$ cat src/hw/rtl/didtw_pkg.sv
// ----------------------------------------------------------------------------
// didtw_pkg: shared types, constants and helpers for the idle dimmer
// Register map, power mode codes, sequencer states and the small
// arithmetic helpers used by the serial datapath.
// ----------------------------------------------------------------------------
`default_nettype none

package didtw_pkg;

    // Panel geometry (touch rotation by 180 degrees)
    localparam int PANEL_WIDTH  = 466;
    localparam int PANEL_HEIGHT = 466;
    localparam int PANEL_DIM_W  = 11;          // holds sizes up to 2047

    // Field widths
    localparam int COORD_W   = 9;
    localparam int PCT_W     = 7;
    localparam int SEC_W     = 16;
    localparam int LIFT_W    = 8;
    localparam int LEVEL_W   = 8;
    localparam int IDLE_W    = 32;
    localparam int MS_W      = 26;             // 65535 s * 1000 fits in 26 bits
    localparam int PROD_W    = LEVEL_W + PCT_W; // level * percent
    localparam int REM_W     = 7;              // remainder below 100

    // Serial step counts
    localparam int MUL_STEPS  = PCT_W;
    localparam int DIV_STEPS  = PROD_W;
    localparam int TIME_STEPS = SEC_W;
    localparam int STEP_W     = 4;

    localparam logic [MS_W-1:0]    MS_PER_S    = MS_W'(1000);
    localparam logic [REM_W:0]     PCT_DIVISOR = 8'd100;
    localparam logic [LEVEL_W-1:0] LEVEL_MAX   = 8'd255;

    // Configuration register map
    localparam int ADDR_W = 5;
    typedef enum logic [2:0] {
        REG_BRIGHT_PCT = 3'd0,
        REG_DIM_PCT    = 3'd1,
        REG_DIM_AFTER  = 3'd2,
        REG_OFF_AFTER  = 3'd3,
        REG_LIFT_MS    = 3'd4
    } reg_idx_t;

    // Reset values of the registers
    localparam logic [PCT_W-1:0]  RST_BRIGHT_PCT = 7'd100;
    localparam logic [PCT_W-1:0]  RST_DIM_PCT    = 7'd30;
    localparam logic [SEC_W-1:0]  RST_DIM_AFTER  = 16'd60;
    localparam logic [SEC_W-1:0]  RST_OFF_AFTER  = 16'd300;
    localparam logic [LIFT_W-1:0] RST_LIFT_MS    = 8'd150;

    typedef enum logic [1:0] {
        MODE_AWAKE = 2'd0,
        MODE_DIM   = 2'd1,
        MODE_OFF   = 2'd2
    } power_mode_t;

    typedef enum logic [3:0] {
        ST_IDLE = 4'b0001,
        ST_MUL  = 4'b0010,
        ST_DIV  = 4'b0100,
        ST_DONE = 4'b1000
    } seq_state_t;

    // 180 degree rotation of one raw coordinate; at or past the edge gives 0
    function automatic logic [COORD_W-1:0] rotate_coord(
        input logic [COORD_W-1:0]     raw,
        input logic [PANEL_DIM_W-1:0] size
    );
        logic [PANEL_DIM_W-1:0] raw_ext;
        logic [PANEL_DIM_W-1:0] diff;
        raw_ext = PANEL_DIM_W'(raw);
        diff    = size - PANEL_DIM_W'(1) - raw_ext;
        return ((raw_ext + PANEL_DIM_W'(1)) >= size) ? '0 : diff[COORD_W-1:0];
    endfunction

    // Quotient of a percent scale: saturate at full scale, never below 1
    function automatic logic [LEVEL_W-1:0] clamp_level(input logic [PROD_W-1:0] q);
        logic [LEVEL_W-1:0] v;
        v = (q > PROD_W'(LEVEL_MAX)) ? LEVEL_MAX : q[LEVEL_W-1:0];
        return (v == '0) ? LEVEL_W'(1) : v;
    endfunction

endpackage

`default_nettype wire

$ cat src/hw/rtl/display_idle_dimmer_touch_wake_top.sv
// ----------------------------------------------------------------------------
// display_idle_dimmer_touch_wake_top: panel idle dimmer with touch wake
// Takes one beat per millisecond tick, tracks idle time and power mode,
// filters wake touches and returns one result beat per tick.
// ----------------------------------------------------------------------------
`default_nettype none

// Each input beat is one millisecond tick, optionally carrying a touch
// sample. Every tick returns exactly one result beat with the rotated touch
// point (or released), the power mode and the panel brightness, plus a
// strobe when the brightness differs from the previous tick. A finger seen
// while dimmed or off only wakes the panel and is reported as released until
// no finger has been seen for lift_ms. One tick is worked on at a time.
// The work is done by the bit-serial percent scaler: 7 shift-add steps
// then 15 restoring-division steps by 100, run once for full brightness
// and, when the panel ends dimmed, once more for the dim level. The
// seconds-to-ms conversion of both idle thresholds runs beside the first
// pass (16 steps). A result beat that is not taken holds the block in its
// last step; the next input beat is accepted once the result has moved
// to the output register.
// Registers (APB, byte address 4*index): 0 bright_percent, 1 dim_percent,
// 2 dim_after_s, 3 off_after_s, 4 lift_ms; write them only while idle.

module display_idle_dimmer_touch_wake_top (
    input  wire logic        clk,
    input  wire logic        rst_n,
    // input tick stream
    input  wire logic        s_tvalid,
    output logic             s_tready,
    input  wire logic [23:0] s_tdata,   // touch_present, touch_x[8:0], touch_y[8:0],
                                        // hold_awake, zero fill
    input  wire logic [0:0]  s_tuser,   // touch_read
    // result stream
    output logic             m_tvalid,
    input  wire logic        m_tready,
    output logic [31:0]      m_tdata,   // pointer_pressed, pointer_x[8:0], pointer_y[8:0],
                                        // power_mode[1:0], brightness_level[7:0],
                                        // brightness_write, zero fill
    // configuration
    input  wire logic        psel,
    input  wire logic        penable,
    input  wire logic        pwrite,
    input  wire logic [didtw_pkg::ADDR_W-1:0] paddr,
    input  wire logic [31:0] pwdata,
    output logic [31:0]      prdata,
    output logic             pready
);

    // ------------------------------------------------------------------
    // Configuration registers
    // ------------------------------------------------------------------
    logic [didtw_pkg::PCT_W-1:0]  bright_pct_reg;
    logic [didtw_pkg::PCT_W-1:0]  dim_pct_reg;
    logic [didtw_pkg::SEC_W-1:0]  dim_after_reg;
    logic [didtw_pkg::SEC_W-1:0]  off_after_reg;
    logic [didtw_pkg::LIFT_W-1:0] lift_ms_reg;

    logic                  cfg_wr;
    didtw_pkg::reg_idx_t   cfg_idx;

    assign pready  = 1'b1;
    assign cfg_wr  = psel && penable && pwrite && pready;
    assign cfg_idx = didtw_pkg::reg_idx_t'(paddr[didtw_pkg::ADDR_W-1:2]);

    always_ff @(posedge clk or negedge rst_n)
    begin
        if (!rst_n)
        begin
            bright_pct_reg <= didtw_pkg::RST_BRIGHT_PCT;
            dim_pct_reg    <= didtw_pkg::RST_DIM_PCT;
            dim_after_reg  <= didtw_pkg::RST_DIM_AFTER;
            off_after_reg  <= didtw_pkg::RST_OFF_AFTER;
            lift_ms_reg    <= didtw_pkg::RST_LIFT_MS;
        end
        else if (cfg_wr)
        begin
            case (cfg_idx)
                didtw_pkg::REG_BRIGHT_PCT: bright_pct_reg <= pwdata[didtw_pkg::PCT_W-1:0];
                didtw_pkg::REG_DIM_PCT:    dim_pct_reg    <= pwdata[didtw_pkg::PCT_W-1:0];
                didtw_pkg::REG_DIM_AFTER:  dim_after_reg  <= pwdata[didtw_pkg::SEC_W-1:0];
                didtw_pkg::REG_OFF_AFTER:  off_after_reg  <= pwdata[didtw_pkg::SEC_W-1:0];
                didtw_pkg::REG_LIFT_MS:    lift_ms_reg    <= pwdata[didtw_pkg::LIFT_W-1:0];
                default:                   ;
            endcase
        end
    end

    always_comb
    begin
        case (cfg_idx)
            didtw_pkg::REG_BRIGHT_PCT: prdata = 32'(bright_pct_reg);
            didtw_pkg::REG_DIM_PCT:    prdata = 32'(dim_pct_reg);
            didtw_pkg::REG_DIM_AFTER:  prdata = 32'(dim_after_reg);
            didtw_pkg::REG_OFF_AFTER:  prdata = 32'(off_after_reg);
            didtw_pkg::REG_LIFT_MS:    prdata = 32'(lift_ms_reg);
            default:                   prdata = '0;
        endcase
    end

    // ------------------------------------------------------------------
    // Input beat unpack
    // ------------------------------------------------------------------
    logic                          in_read;
    logic                          in_present;
    logic [didtw_pkg::COORD_W-1:0] in_x;
    logic [didtw_pkg::COORD_W-1:0] in_y;
    logic                          in_hold;
    logic                          in_beat;

    assign in_read    = s_tuser[0];
    assign in_present = s_tdata[0];
    assign in_x       = s_tdata[9:1];
    assign in_y       = s_tdata[18:10];
    assign in_hold    = s_tdata[19];

    // ------------------------------------------------------------------
    // State
    // ------------------------------------------------------------------
    didtw_pkg::seq_state_t           state_reg, state_next;
    logic [didtw_pkg::IDLE_W-1:0]    idle_ms_reg, idle_ms_next;
    logic [didtw_pkg::LIFT_W-1:0]    since_touch_reg, since_touch_next;
    logic                            swallow_reg, swallow_next;
    didtw_pkg::power_mode_t          power_reg, power_next;
    logic [didtw_pkg::LEVEL_W-1:0]   panel_level_reg, panel_level_next;

    // per-tick pointer result, captured at the input beat
    logic                            pressed_reg, pressed_next;
    logic [didtw_pkg::COORD_W-1:0]   px_reg, px_next;
    logic [didtw_pkg::COORD_W-1:0]   py_reg, py_next;

    // threshold lanes: seconds shifted out MSB first, ms accumulated
    logic [didtw_pkg::SEC_W-1:0]     dim_s_reg, dim_s_next;
    logic [didtw_pkg::SEC_W-1:0]     off_s_reg, off_s_next;
    logic [didtw_pkg::MS_W-1:0]      dim_ms_reg, dim_ms_next;
    logic [didtw_pkg::MS_W-1:0]      off_ms_reg, off_ms_next;
    logic [didtw_pkg::STEP_W-1:0]    time_cnt_reg, time_cnt_next;
    logic                            time_run_reg, time_run_next;

    // percent scaler: multiplicand, multiplier bits, product / dividend
    logic [didtw_pkg::LEVEL_W-1:0]   mcand_reg, mcand_next;
    logic [didtw_pkg::PCT_W-1:0]     mplier_reg, mplier_next;
    logic [didtw_pkg::PROD_W-1:0]    acc_reg, acc_next;
    logic [didtw_pkg::REM_W-1:0]     rem_reg, rem_next;
    logic [didtw_pkg::STEP_W-1:0]    step_reg, step_next;
    logic                            pass_dim_reg, pass_dim_next;
    didtw_pkg::power_mode_t          mode_reg, mode_next;
    logic [didtw_pkg::LEVEL_W-1:0]   level_reg, level_next;

    // output register
    logic                            m_tvalid_reg, m_tvalid_next;
    logic [31:0]                     m_tdata_reg, m_tdata_next;

    assign s_tready = (state_reg == didtw_pkg::ST_IDLE);
    assign in_beat  = s_tvalid && s_tready;
    assign m_tvalid = m_tvalid_reg;
    assign m_tdata  = m_tdata_reg;

    // ------------------------------------------------------------------
    // Tick update: timers, swallow filter, pointer report
    // ------------------------------------------------------------------
    logic [didtw_pkg::IDLE_W-1:0] idle_inc;
    logic [didtw_pkg::LIFT_W-1:0] since_inc;
    logic [didtw_pkg::LIFT_W-1:0] since_t;
    logic                         swallow_t;
    logic                         activity;
    logic                         press_t;

    always_comb
    begin
        idle_inc  = (idle_ms_reg == '1) ? idle_ms_reg : idle_ms_reg + 32'd1;
        since_inc = (since_touch_reg == '1) ? since_touch_reg : since_touch_reg + 8'd1;
        since_t   = since_inc;
        swallow_t = swallow_reg;
        activity  = in_hold;
        if (in_read)
        begin
            if (in_present)
            begin
                since_t = '0;
                // wake touch: eat it until the finger has been gone a while
                if (power_reg != didtw_pkg::MODE_AWAKE && !swallow_reg)
                begin
                    swallow_t = 1'b1;
                    activity  = 1'b1;
                end
            end
            else if (since_inc >= lift_ms_reg)
            begin
                swallow_t = 1'b0;
            end
        end
        press_t = in_read && in_present && !swallow_t;
        if (press_t)
        begin
            activity = 1'b1;
        end
    end

    // ------------------------------------------------------------------
    // Serial datapath steps
    // ------------------------------------------------------------------
    logic [didtw_pkg::REM_W:0]    div_part;
    logic                         div_ge;
    logic [didtw_pkg::PROD_W-1:0] div_acc;
    logic [didtw_pkg::LEVEL_W-1:0] quot_level;
    logic                         off_hit;
    logic                         dim_hit;
    didtw_pkg::power_mode_t       mode_calc;

    always_comb
    begin
        // restoring division by 100, one quotient bit a step
        div_part   = {rem_reg, acc_reg[didtw_pkg::PROD_W-1]};
        div_ge     = (div_part >= didtw_pkg::PCT_DIVISOR);
        div_acc    = {acc_reg[didtw_pkg::PROD_W-2:0], div_ge};
        quot_level = didtw_pkg::clamp_level(div_acc);

        // off wins over dim; a zero threshold never fires
        off_hit = (off_ms_reg != '0) && (idle_ms_reg >= didtw_pkg::IDLE_W'(off_ms_reg));
        dim_hit = (dim_ms_reg != '0) && (idle_ms_reg >= didtw_pkg::IDLE_W'(dim_ms_reg));
        if (off_hit)
            mode_calc = didtw_pkg::MODE_OFF;
        else if (dim_hit)
            mode_calc = didtw_pkg::MODE_DIM;
        else
            mode_calc = didtw_pkg::MODE_AWAKE;
    end

    // ------------------------------------------------------------------
    // Sequencer and next-state logic
    // ------------------------------------------------------------------
    always_comb
    begin
        state_next       = state_reg;
        idle_ms_next     = idle_ms_reg;
        since_touch_next = since_touch_reg;
        swallow_next     = swallow_reg;
        power_next       = power_reg;
        panel_level_next = panel_level_reg;
        pressed_next     = pressed_reg;
        px_next          = px_reg;
        py_next          = py_reg;
        dim_s_next       = dim_s_reg;
        off_s_next       = off_s_reg;
        dim_ms_next      = dim_ms_reg;
        off_ms_next      = off_ms_reg;
        time_cnt_next    = time_cnt_reg;
        time_run_next    = time_run_reg;
        mcand_next       = mcand_reg;
        mplier_next      = mplier_reg;
        acc_next         = acc_reg;
        rem_next         = rem_reg;
        step_next        = step_reg;
        pass_dim_next    = pass_dim_reg;
        mode_next        = mode_reg;
        level_next       = level_reg;
        m_tvalid_next    = m_tvalid_reg && !m_tready;
        m_tdata_next     = m_tdata_reg;

        // threshold lanes: ms = ms*2 + bit*1000, MSB first
        if (time_run_reg)
        begin
            dim_ms_next = {dim_ms_reg[didtw_pkg::MS_W-2:0], 1'b0}
                        + (dim_s_reg[didtw_pkg::SEC_W-1] ? didtw_pkg::MS_PER_S : '0);
            off_ms_next = {off_ms_reg[didtw_pkg::MS_W-2:0], 1'b0}
                        + (off_s_reg[didtw_pkg::SEC_W-1] ? didtw_pkg::MS_PER_S : '0);
            dim_s_next    = {dim_s_reg[didtw_pkg::SEC_W-2:0], 1'b0};
            off_s_next    = {off_s_reg[didtw_pkg::SEC_W-2:0], 1'b0};
            time_cnt_next = time_cnt_reg + 4'd1;
            if (time_cnt_reg == didtw_pkg::STEP_W'(didtw_pkg::TIME_STEPS - 1))
                time_run_next = 1'b0;
        end

        case (state_reg)
            didtw_pkg::ST_IDLE:
            begin
                if (in_beat)
                begin
                    idle_ms_next     = activity ? '0 : idle_inc;
                    since_touch_next = since_t;
                    swallow_next     = swallow_t;
                    pressed_next     = press_t;
                    px_next = press_t ? didtw_pkg::rotate_coord(in_x,
                              didtw_pkg::PANEL_DIM_W'(didtw_pkg::PANEL_WIDTH)) : '0;
                    py_next = press_t ? didtw_pkg::rotate_coord(in_y,
                              didtw_pkg::PANEL_DIM_W'(didtw_pkg::PANEL_HEIGHT)) : '0;
                    dim_s_next    = dim_after_reg;
                    off_s_next    = off_after_reg;
                    dim_ms_next   = '0;
                    off_ms_next   = '0;
                    time_cnt_next = '0;
                    time_run_next = 1'b1;
                    // first pass: full brightness = 255 * bright% / 100
                    mcand_next    = didtw_pkg::LEVEL_MAX;
                    mplier_next   = bright_pct_reg;
                    acc_next      = '0;
                    step_next     = '0;
                    pass_dim_next = 1'b0;
                    state_next    = didtw_pkg::ST_MUL;
                end
            end

            didtw_pkg::ST_MUL:
            begin
                acc_next = {acc_reg[didtw_pkg::PROD_W-2:0], 1'b0}
                         + (mplier_reg[didtw_pkg::PCT_W-1]
                            ? didtw_pkg::PROD_W'(mcand_reg) : '0);
                mplier_next = {mplier_reg[didtw_pkg::PCT_W-2:0], 1'b0};
                step_next   = step_reg + 4'd1;
                if (step_reg == didtw_pkg::STEP_W'(didtw_pkg::MUL_STEPS - 1))
                begin
                    step_next  = '0;
                    rem_next   = '0;
                    state_next = didtw_pkg::ST_DIV;
                end
            end

            didtw_pkg::ST_DIV:
            begin
                acc_next  = div_acc;
                rem_next  = div_ge ? didtw_pkg::REM_W'(div_part - didtw_pkg::PCT_DIVISOR)
                                   : div_part[didtw_pkg::REM_W-1:0];
                step_next = step_reg + 4'd1;
                if (step_reg == didtw_pkg::STEP_W'(didtw_pkg::DIV_STEPS - 1))
                begin
                    step_next = '0;
                    if (pass_dim_reg)
                    begin
                        level_next = quot_level;
                        state_next = didtw_pkg::ST_DONE;
                    end
                    else
                    begin
                        mode_next = mode_calc;
                        if (mode_calc == didtw_pkg::MODE_DIM)
                        begin
                            // second pass: dim level = full * dim% / 100
                            mcand_next    = quot_level;
                            mplier_next   = dim_pct_reg;
                            acc_next      = '0;
                            pass_dim_next = 1'b1;
                            state_next    = didtw_pkg::ST_MUL;
                        end
                        else
                        begin
                            level_next = (mode_calc == didtw_pkg::MODE_OFF) ? '0 : quot_level;
                            state_next = didtw_pkg::ST_DONE;
                        end
                    end
                end
            end

            didtw_pkg::ST_DONE:
            begin
                if (!m_tvalid_reg || m_tready)
                begin
                    m_tvalid_next    = 1'b1;
                    m_tdata_next     = {2'b00, (level_reg != panel_level_reg), level_reg,
                                        mode_reg, py_reg, px_reg, pressed_reg};
                    power_next       = mode_reg;
                    panel_level_next = level_reg;
                    state_next       = didtw_pkg::ST_IDLE;
                end
            end

            default:
            begin
                state_next = didtw_pkg::ST_IDLE;
            end
        endcase
    end

    // control state
    always_ff @(posedge clk or negedge rst_n)
    begin
        if (!rst_n)
        begin
            state_reg       <= didtw_pkg::ST_IDLE;
            idle_ms_reg     <= '0;
            since_touch_reg <= '0;
            swallow_reg     <= 1'b0;
            power_reg       <= didtw_pkg::MODE_AWAKE;
            panel_level_reg <= '0;
            time_cnt_reg    <= '0;
            time_run_reg    <= 1'b0;
            step_reg        <= '0;
            pass_dim_reg    <= 1'b0;
            m_tvalid_reg    <= 1'b0;
        end
        else
        begin
            state_reg       <= state_next;
            idle_ms_reg     <= idle_ms_next;
            since_touch_reg <= since_touch_next;
            swallow_reg     <= swallow_next;
            power_reg       <= power_next;
            panel_level_reg <= panel_level_next;
            time_cnt_reg    <= time_cnt_next;
            time_run_reg    <= time_run_next;
            step_reg        <= step_next;
            pass_dim_reg    <= pass_dim_next;
            m_tvalid_reg    <= m_tvalid_next;
        end
    end

    // datapath
    always_ff @(posedge clk)
    begin
        pressed_reg <= pressed_next;
        px_reg      <= px_next;
        py_reg      <= py_next;
        dim_s_reg   <= dim_s_next;
        off_s_reg   <= off_s_next;
        dim_ms_reg  <= dim_ms_next;
        off_ms_reg  <= off_ms_next;
        mcand_reg   <= mcand_next;
        mplier_reg  <= mplier_next;
        acc_reg     <= acc_next;
        rem_reg     <= rem_next;
        mode_reg    <= mode_next;
        level_reg   <= level_next;
        m_tdata_reg <= m_tdata_next;
    end

`ifndef SYNTHESIS
    // thresholds must be complete before the first pass picks the mode
    a_time_ready: assert property (@(posedge clk) disable iff (!rst_n)
        (state_reg == didtw_pkg::ST_DIV && !pass_dim_reg
         && step_reg == didtw_pkg::STEP_W'(didtw_pkg::DIV_STEPS - 1)) |-> !time_run_reg)
        else $error("idle thresholds not ready at mode decision");

    // only the off mode may drive the panel dark
    a_dark_only_off: assert property (@(posedge clk) disable iff (!rst_n)
        m_tvalid |-> ((m_tdata[28:21] == 8'd0) == (m_tdata[20:19] == didtw_pkg::MODE_OFF)))
        else $error("brightness zero does not match off mode");

    // a reported press is never a swallowed touch
    a_press_not_swallowed: assert property (@(posedge clk) disable iff (!rst_n)
        (state_reg != didtw_pkg::ST_IDLE && pressed_reg) |-> !swallow_reg)
        else $error("pressed reported while swallowing");

    // hold_awake restarts the idle timer
    a_hold_clears_idle: assert property (@(posedge clk) disable iff (!rst_n)
        (s_tvalid && s_tready && s_tdata[19]) |=> (idle_ms_reg == '0))
        else $error("idle timer not cleared by hold");
`endif

endmodule

`default_nettype wire
$ cat config.mk
export PLATFORM = sky130hd
export DESIGN_NAME = display_idle_dimmer_touch_wake_top
export DESIGN_NICKNAME = d
export VERILOG_FILES = /design/src/hw/rtl/didtw_pkg.sv /design/src/hw/rtl/display_idle_dimmer_touch_wake_top.sv
export SDC_FILE = /design/constraint.sdc
export NUM_CORES = 1
export LEC_CHECK = 0
export BUFFER_PORTS_ARGS = -buffer_cell sky130_fd_sc_hd__buf_2
export CAP_MARGIN = 20
export CORE_MARGIN = 1
export CORE_UTILIZATION = 40
export DETAILED_ROUTE_END_ITERATION = 7
export GPL_ROUTABILITY_DRIVEN = 1
export REMOVE_ABC_BUFFERS = 1
export SKIP_CTS_REPAIR_TIMING = 1
export SLEW_MARGIN = 20
export SYNTH_ARGS = -nofsm -noshare
export SYNTH_HDL_FRONTEND = slang
export SYNTH_SLANG_ARGS = --single-unit
$ cat constraint.sdc
create_clock -name clk -period 3.5 [get_ports clk]
set_input_delay 0.7 -clock clk [delete_from_list [all_inputs] [get_ports clk]]
set_output_delay 0.7 -clock clk [all_outputs]
set_load 0.005 [all_outputs]
=== Word-level counts from Yosys, hierarchy flattened ===
Index checks and enable logic that the tools add are counted.

* Latch bits: 0
* Memories: 0
* Memory bits (read-only): 0
* Bits of input ports: 69
* Bits in registers: 300
* RAM bits: 0

* Reduce and logical (&&, ||, !) cells: 40
* Equal/unequal tests: 24
* $mul: 0
* Multiplexer cells: 79
* Bitwise gates (word level): 2
* Shift-type cells: 0
* Divide/modulo/power cells: 0
* Magnitude comparators: 7
* $add $sub $neg: 12

{| class="wikitable"
|+ Operators by type and width
! cell !! count
|-
| $mux W26 || 6
|-
| $mux W8 || 13
|-
| $mux W16 || 6
|-
| $pmux W16 S5 || 1
|-
| $ge A32 B26 Y1 || 2
|-
| $mux W32 || 2
|-
| $mux W15 || 4
|-
| $add A26 B10 Y26 || 2
|-
| $reduce_bool A26 Y1 || 2
|-
| $mux W4 || 12
|-
| $pmux W15 S3 || 1
|-
| $mux W7 || 6
|-
| $add A32 B1 Y32 const B || 1
|-
| $eq A32 B32 Y1 const B || 1
|-
| $pmux W7 S3 || 1
|-
| $add A9 B1 Y10 const B || 2
|-
| $ge A10 B9 Y1 const B || 2
|-
| $mux W10 || 2
|-
| $mux W1 || 19
|-
| $reduce_and A2 Y1 || 9
|-
| $sub A9 B9 Y9 const A || 2
|-
| $pmux W4 S4 || 1
|-
| $pmux W8 S2 || 1
|-
| $add A15 B8 Y15 || 1
|-
| 35 further kinds || 65
|}

=== Depth between registers and ports, before layout ===
* Word-level depth: 11
* Mapped depth: 12
* Gate-level depth less buffers: 12

=== Worst setup path after synthesis ===
OpenSTA, ideal clock, no wires.

* Path type: register to register
* Start: register idle_ms_reg[14] (netlist bit)
* End: register mplier_reg[0] (netlist bit) (enable)
* Data required time: 3.140 ns
* Cell stages (with the launch flop): 10
* Data arrival time: 2.769 ns
* Clock period less this slack: 3.129 ns
* Slack: 0.371 ns
* Buffers on the path: 1
* Setup time: 0.360 ns
* Path through: dfrtp_1 ha_1 nand4_1 or4_1 a221o_1 a31oi_2 o211ai_2 o31a_4 buf_6 nor2_1

* Cells in the longest elaborated chain, start to end: 7
* Elaborated cells on any way between the ends: 9

{| class="wikitable"
|+ RTL lines
! item !! RTL line !! text
|-
| start: declaration || display_idle_dimmer_touch_wake_top.sv:120 || <nowiki>logic [didtw_pkg::IDLE_W-1:0] idle_ms_reg, idle_ms_next;</nowiki>
|-
| start signal: assignment || display_idle_dimmer_touch_wake_top.sv:393 || <nowiki>idle_ms_reg <= idle_ms_next;</nowiki>
|-
| $ge A32 B26 Y1 || display_idle_dimmer_touch_wake_top.sv:220 || <nowiki>dim_hit = (dim_ms_reg != '0) && (idle_ms_reg >= didtw_pkg::IDLE_W'(dim_ms_reg));</nowiki>
|-
| $logic_and A1 B1 Y1 || display_idle_dimmer_touch_wake_top.sv:220 ||
|-
| $mux W1 || display_idle_dimmer_touch_wake_top.sv:223 || <nowiki>else if (dim_hit)</nowiki>
|-
| $mux W2 (*) || display_idle_dimmer_touch_wake_top.sv:221 || <nowiki>if (off_hit)</nowiki>
|-
| $eq A2 B1 Y1 (*) || display_idle_dimmer_touch_wake_top.sv:335 || <nowiki>if (mode_calc == didtw_pkg::MODE_DIM)</nowiki>
|-
| $ne A2 B2 Y1 (no source line) (*) || n/a ||
|-
| $reduce_and A5 Y1 (no source line) (*) || n/a ||
|-
| end signal: assignment || display_idle_dimmer_touch_wake_top.sv:417 || <nowiki>mplier_reg <= mplier_next;</nowiki>
|-
| end: declaration || display_idle_dimmer_touch_wake_top.sv:141 || <nowiki>logic [didtw_pkg::PCT_W-1:0] mplier_reg, mplier_next;</nowiki>
|}

Every way passes the cells marked *; elsewhere a longest branch is shown, timed or not.
A chain may end at the register's enable or synchronous reset.

=== Worst setup path in the final report ===
Same ends and word-level chain as after synthesis.

==> results.cfg <==
[status]
status = finished clean

[place]
gp_congestion = 0.803
pre_cts_ws_ns = 0.180
placed_area_um2 = 17300
dp_hpwl_mm = 25.2
io_buffer_count = 94

[setup_path]
worst-r2r-cell-count = 9
rr_endpoint = mplier_reg[0]
worstSetupPathType = register to register
timing.rr.start = idle_ms_reg[14]
worstPathRequired_ns = 3.77
cp_max_fo = 16
end_kind = register
start_kind = register
crit_arrival_ns = 3.58
r2r_slack_ns = 0.20

[synthesis]
yosys.area.top_type_share_pct = 17.7
synth_top_family_by_area = simple AND/OR/NAND/NOR gates
muxShareOfSynthArea_pct = 7.84
synth_cells = 1649
synth_xor_area_share_pct = 4.84
async_flop_share_pct = 40.0
synth_largest_area_cell = edfxtp_1
synth_edf_count = 96
synth-seq-area-share_pct = 46.6
synth_ff_type = dfrtp_1
syn_avg_cell_area_um2 = 9.87
synth-compound-area-share_pct = 12.3
ys_seq_elements = 300
ys_types = 74
yosysWarnings = 0
synth-simple-area-share_pct = 16.5
netlist_top_cells_area = edfxtp_1 (18%), dfrtp_1 (15%), dfxtp_1 (10%)
syn-cell-area_um2 = 16300
synth_fa_ha_area_share_pct = 7.50

[die]
start_util_pct = 40.8
die_area_um2 = 41500
die_x_um = 204
die_h_um = 204
core_area_um2 = 39900
row_count = 73
ios = 136

[worst_hold_path]
hold_class = primary input to async pin

[sta]
hold_viol_final = 0
timing.fmax_ghz = 0.303
slew_headroom_pct = 45.5
finClkSkew_ns = 0.0231
fin_ws_ns = 0.197
period_share_pct = 94.4
final.setup.tns_ns = 0
rsz0062_at_grt = false
setup_viol = 0
worstMarginPinSlew_ns = 0.814
drv_slew = 0
min_period_ns = 3.30

[drt]
vias = 12130
drt-pass1-iter-count = 5
vias_per_cell = 5.28
drt_iter0_markers = 577
routedWlPerCell_um = 15.5
ant_nets = 0
drc = 0
wirelength_mm = 35.6

[cts]
cts_buffers = 36
htree_levels = 2
clk_pin_slew_ns = 0.06
clockBufferDepth = 3
cts-root-buf = clkbuf_16
cts_tree = done
clk_latency_ns = 0.56
clock_sinks = 300

[cells_and_area]
fin_util_pct = 46.5
post_route_cells_drive_above_1_share_pct = 15.3
nets = 1911
stdcell_area_um2 = 18600
largest_register_ffs = 32
area_growth_pct = 14.1

[global_route]
grt_pass1_wl_mm = 59.0
antenna_found_initial = 2
grt_usage_pct = 17.4
grt_pass1_vias = 11553
grt_max_degree = 70
grt_overflow = 0

[power_and_ir_drop]
power.total_mw = 12.8
cellPowerDensity_nw_per_um2 = 690
leakage_nw = 8.15
vdd_drop_max_uv = 360

[run]
cap_violations = 0
==> layout make-up <==
cell class / instances / area [um2]
multi-input combinational: 1197 / 8050
tap: 525 / 657
timing repair buffer: 118 / 678
sequential: 300 / 7600
antenna: 1 / 2.50
fill: 3767 / 21300
clock buffer: 43 / 937
inverter: 92 / 348
clock inverter: 23 / 299
==> per-layer routing <==
| metal | wire, um | vias up | global-route usage, % |
|---|---|---|---|
| met5 | 8 | - | 0 |
| met4 | 663 | 2 | 5.48 |
| met3 | 1240 | 43 | 2.67 |
| met2 | 16200 | 188 | 27.7 |
| met1 | 17500 | 5823 | 24.4 |
| li1 | - | 6074 | - |
==> cells in the final DEF, fill, tap and decap left out, types with 60 or more instances in the layout <==
cell type	n
inv_1	91
dfrtp_1	99
ha_1	96
nand2_1	170
nor2_1	144
mux2_2	60
mux2i_1	60
xnor2_1	70
dfxtp_1	84
edfxtp_1	96
buf_2	93
o21ai_0	95
a21oi_1	64
==> worst max-delay path by stage <==
stage / end / from / cells past startpoint / slack [ns]
2_1_floorplan: idle_ms_reg[8] / s_tvalid / 6 / -1.41
3_3_place_gp: mplier_reg[3] / idle_ms_reg[14] / 9 / 0.20
3_5_place_dp: mplier_reg[4] / idle_ms_reg[0] / 10 / 0.18
4_1_cts: mplier_reg[4] / idle_ms_reg[0] / 10 / 0.18
5_1_grt: mplier_reg[3] / idle_ms_reg[14] / 9 / 0.01
6_report: mplier_reg[0] / idle_ms_reg[14] / 9 / 0.20
==> Yosys cell counts, drive strengths merged (10+ instances only) <==
cell type  number
nor2          144
a21o           17
a22o           10
inv            91
or3            22
dfxtp          84
xnor2          70
dfrtp         100
clkbuf         53
nor3           29
dfstp          20
edfxtp         96
nand2         170
nand4          29
nand3          50
a211oi         23
nor2b          18
a31oi          13
mux2           60
o21ai          96
xor2           20
ha             96
nor4           25
o22ai          10
mux2i          60
and3           18
a22oi          19
buf            24
o21a           13
and2           15
a21oi          64
==> where the power goes <==
part / total, mW / switching (mW) / leakage [nW] / internal [mW]
sequential: 5.21 / 0.725 / 3.13 / 4.48
combinational: 3.69 / 2.05 / 4.43 / 1.64
clock: 3.91 / 1.53 / 0.590 / 2.38
==> critical path, stage by stage, from the launching register on <==
cell and delay [ns]:
dfrtp_1 0.47, ha_1 0.37, nand4_1 0.15, or4_1 0.56, a221o_1 0.33, a31oi_2 0.19
o211ai_2 0.19, o31a_4 0.46, nor2_1 0.13, buf_4 0.17
==> cell families after synthesis <==
group / after synthesis
flops: 300
other cells: 2
buf+inv: 169
compound gates: 313
simple gates: 558
mux: 120
fa+ha+maj: 97
xor+xnor: 90
==> stage by stage <==
stage          hold slack (ns)  cells
2_1_floorplan            0.400   1589
3_3_place_gp             0.402   2232
3_5_place_dp             0.405   2232
4_1_cts                 0.0844   2298
5_1_grt                  0.114   2299
6_report                0.0956   2299
Power figures use the tool's default switching activity.
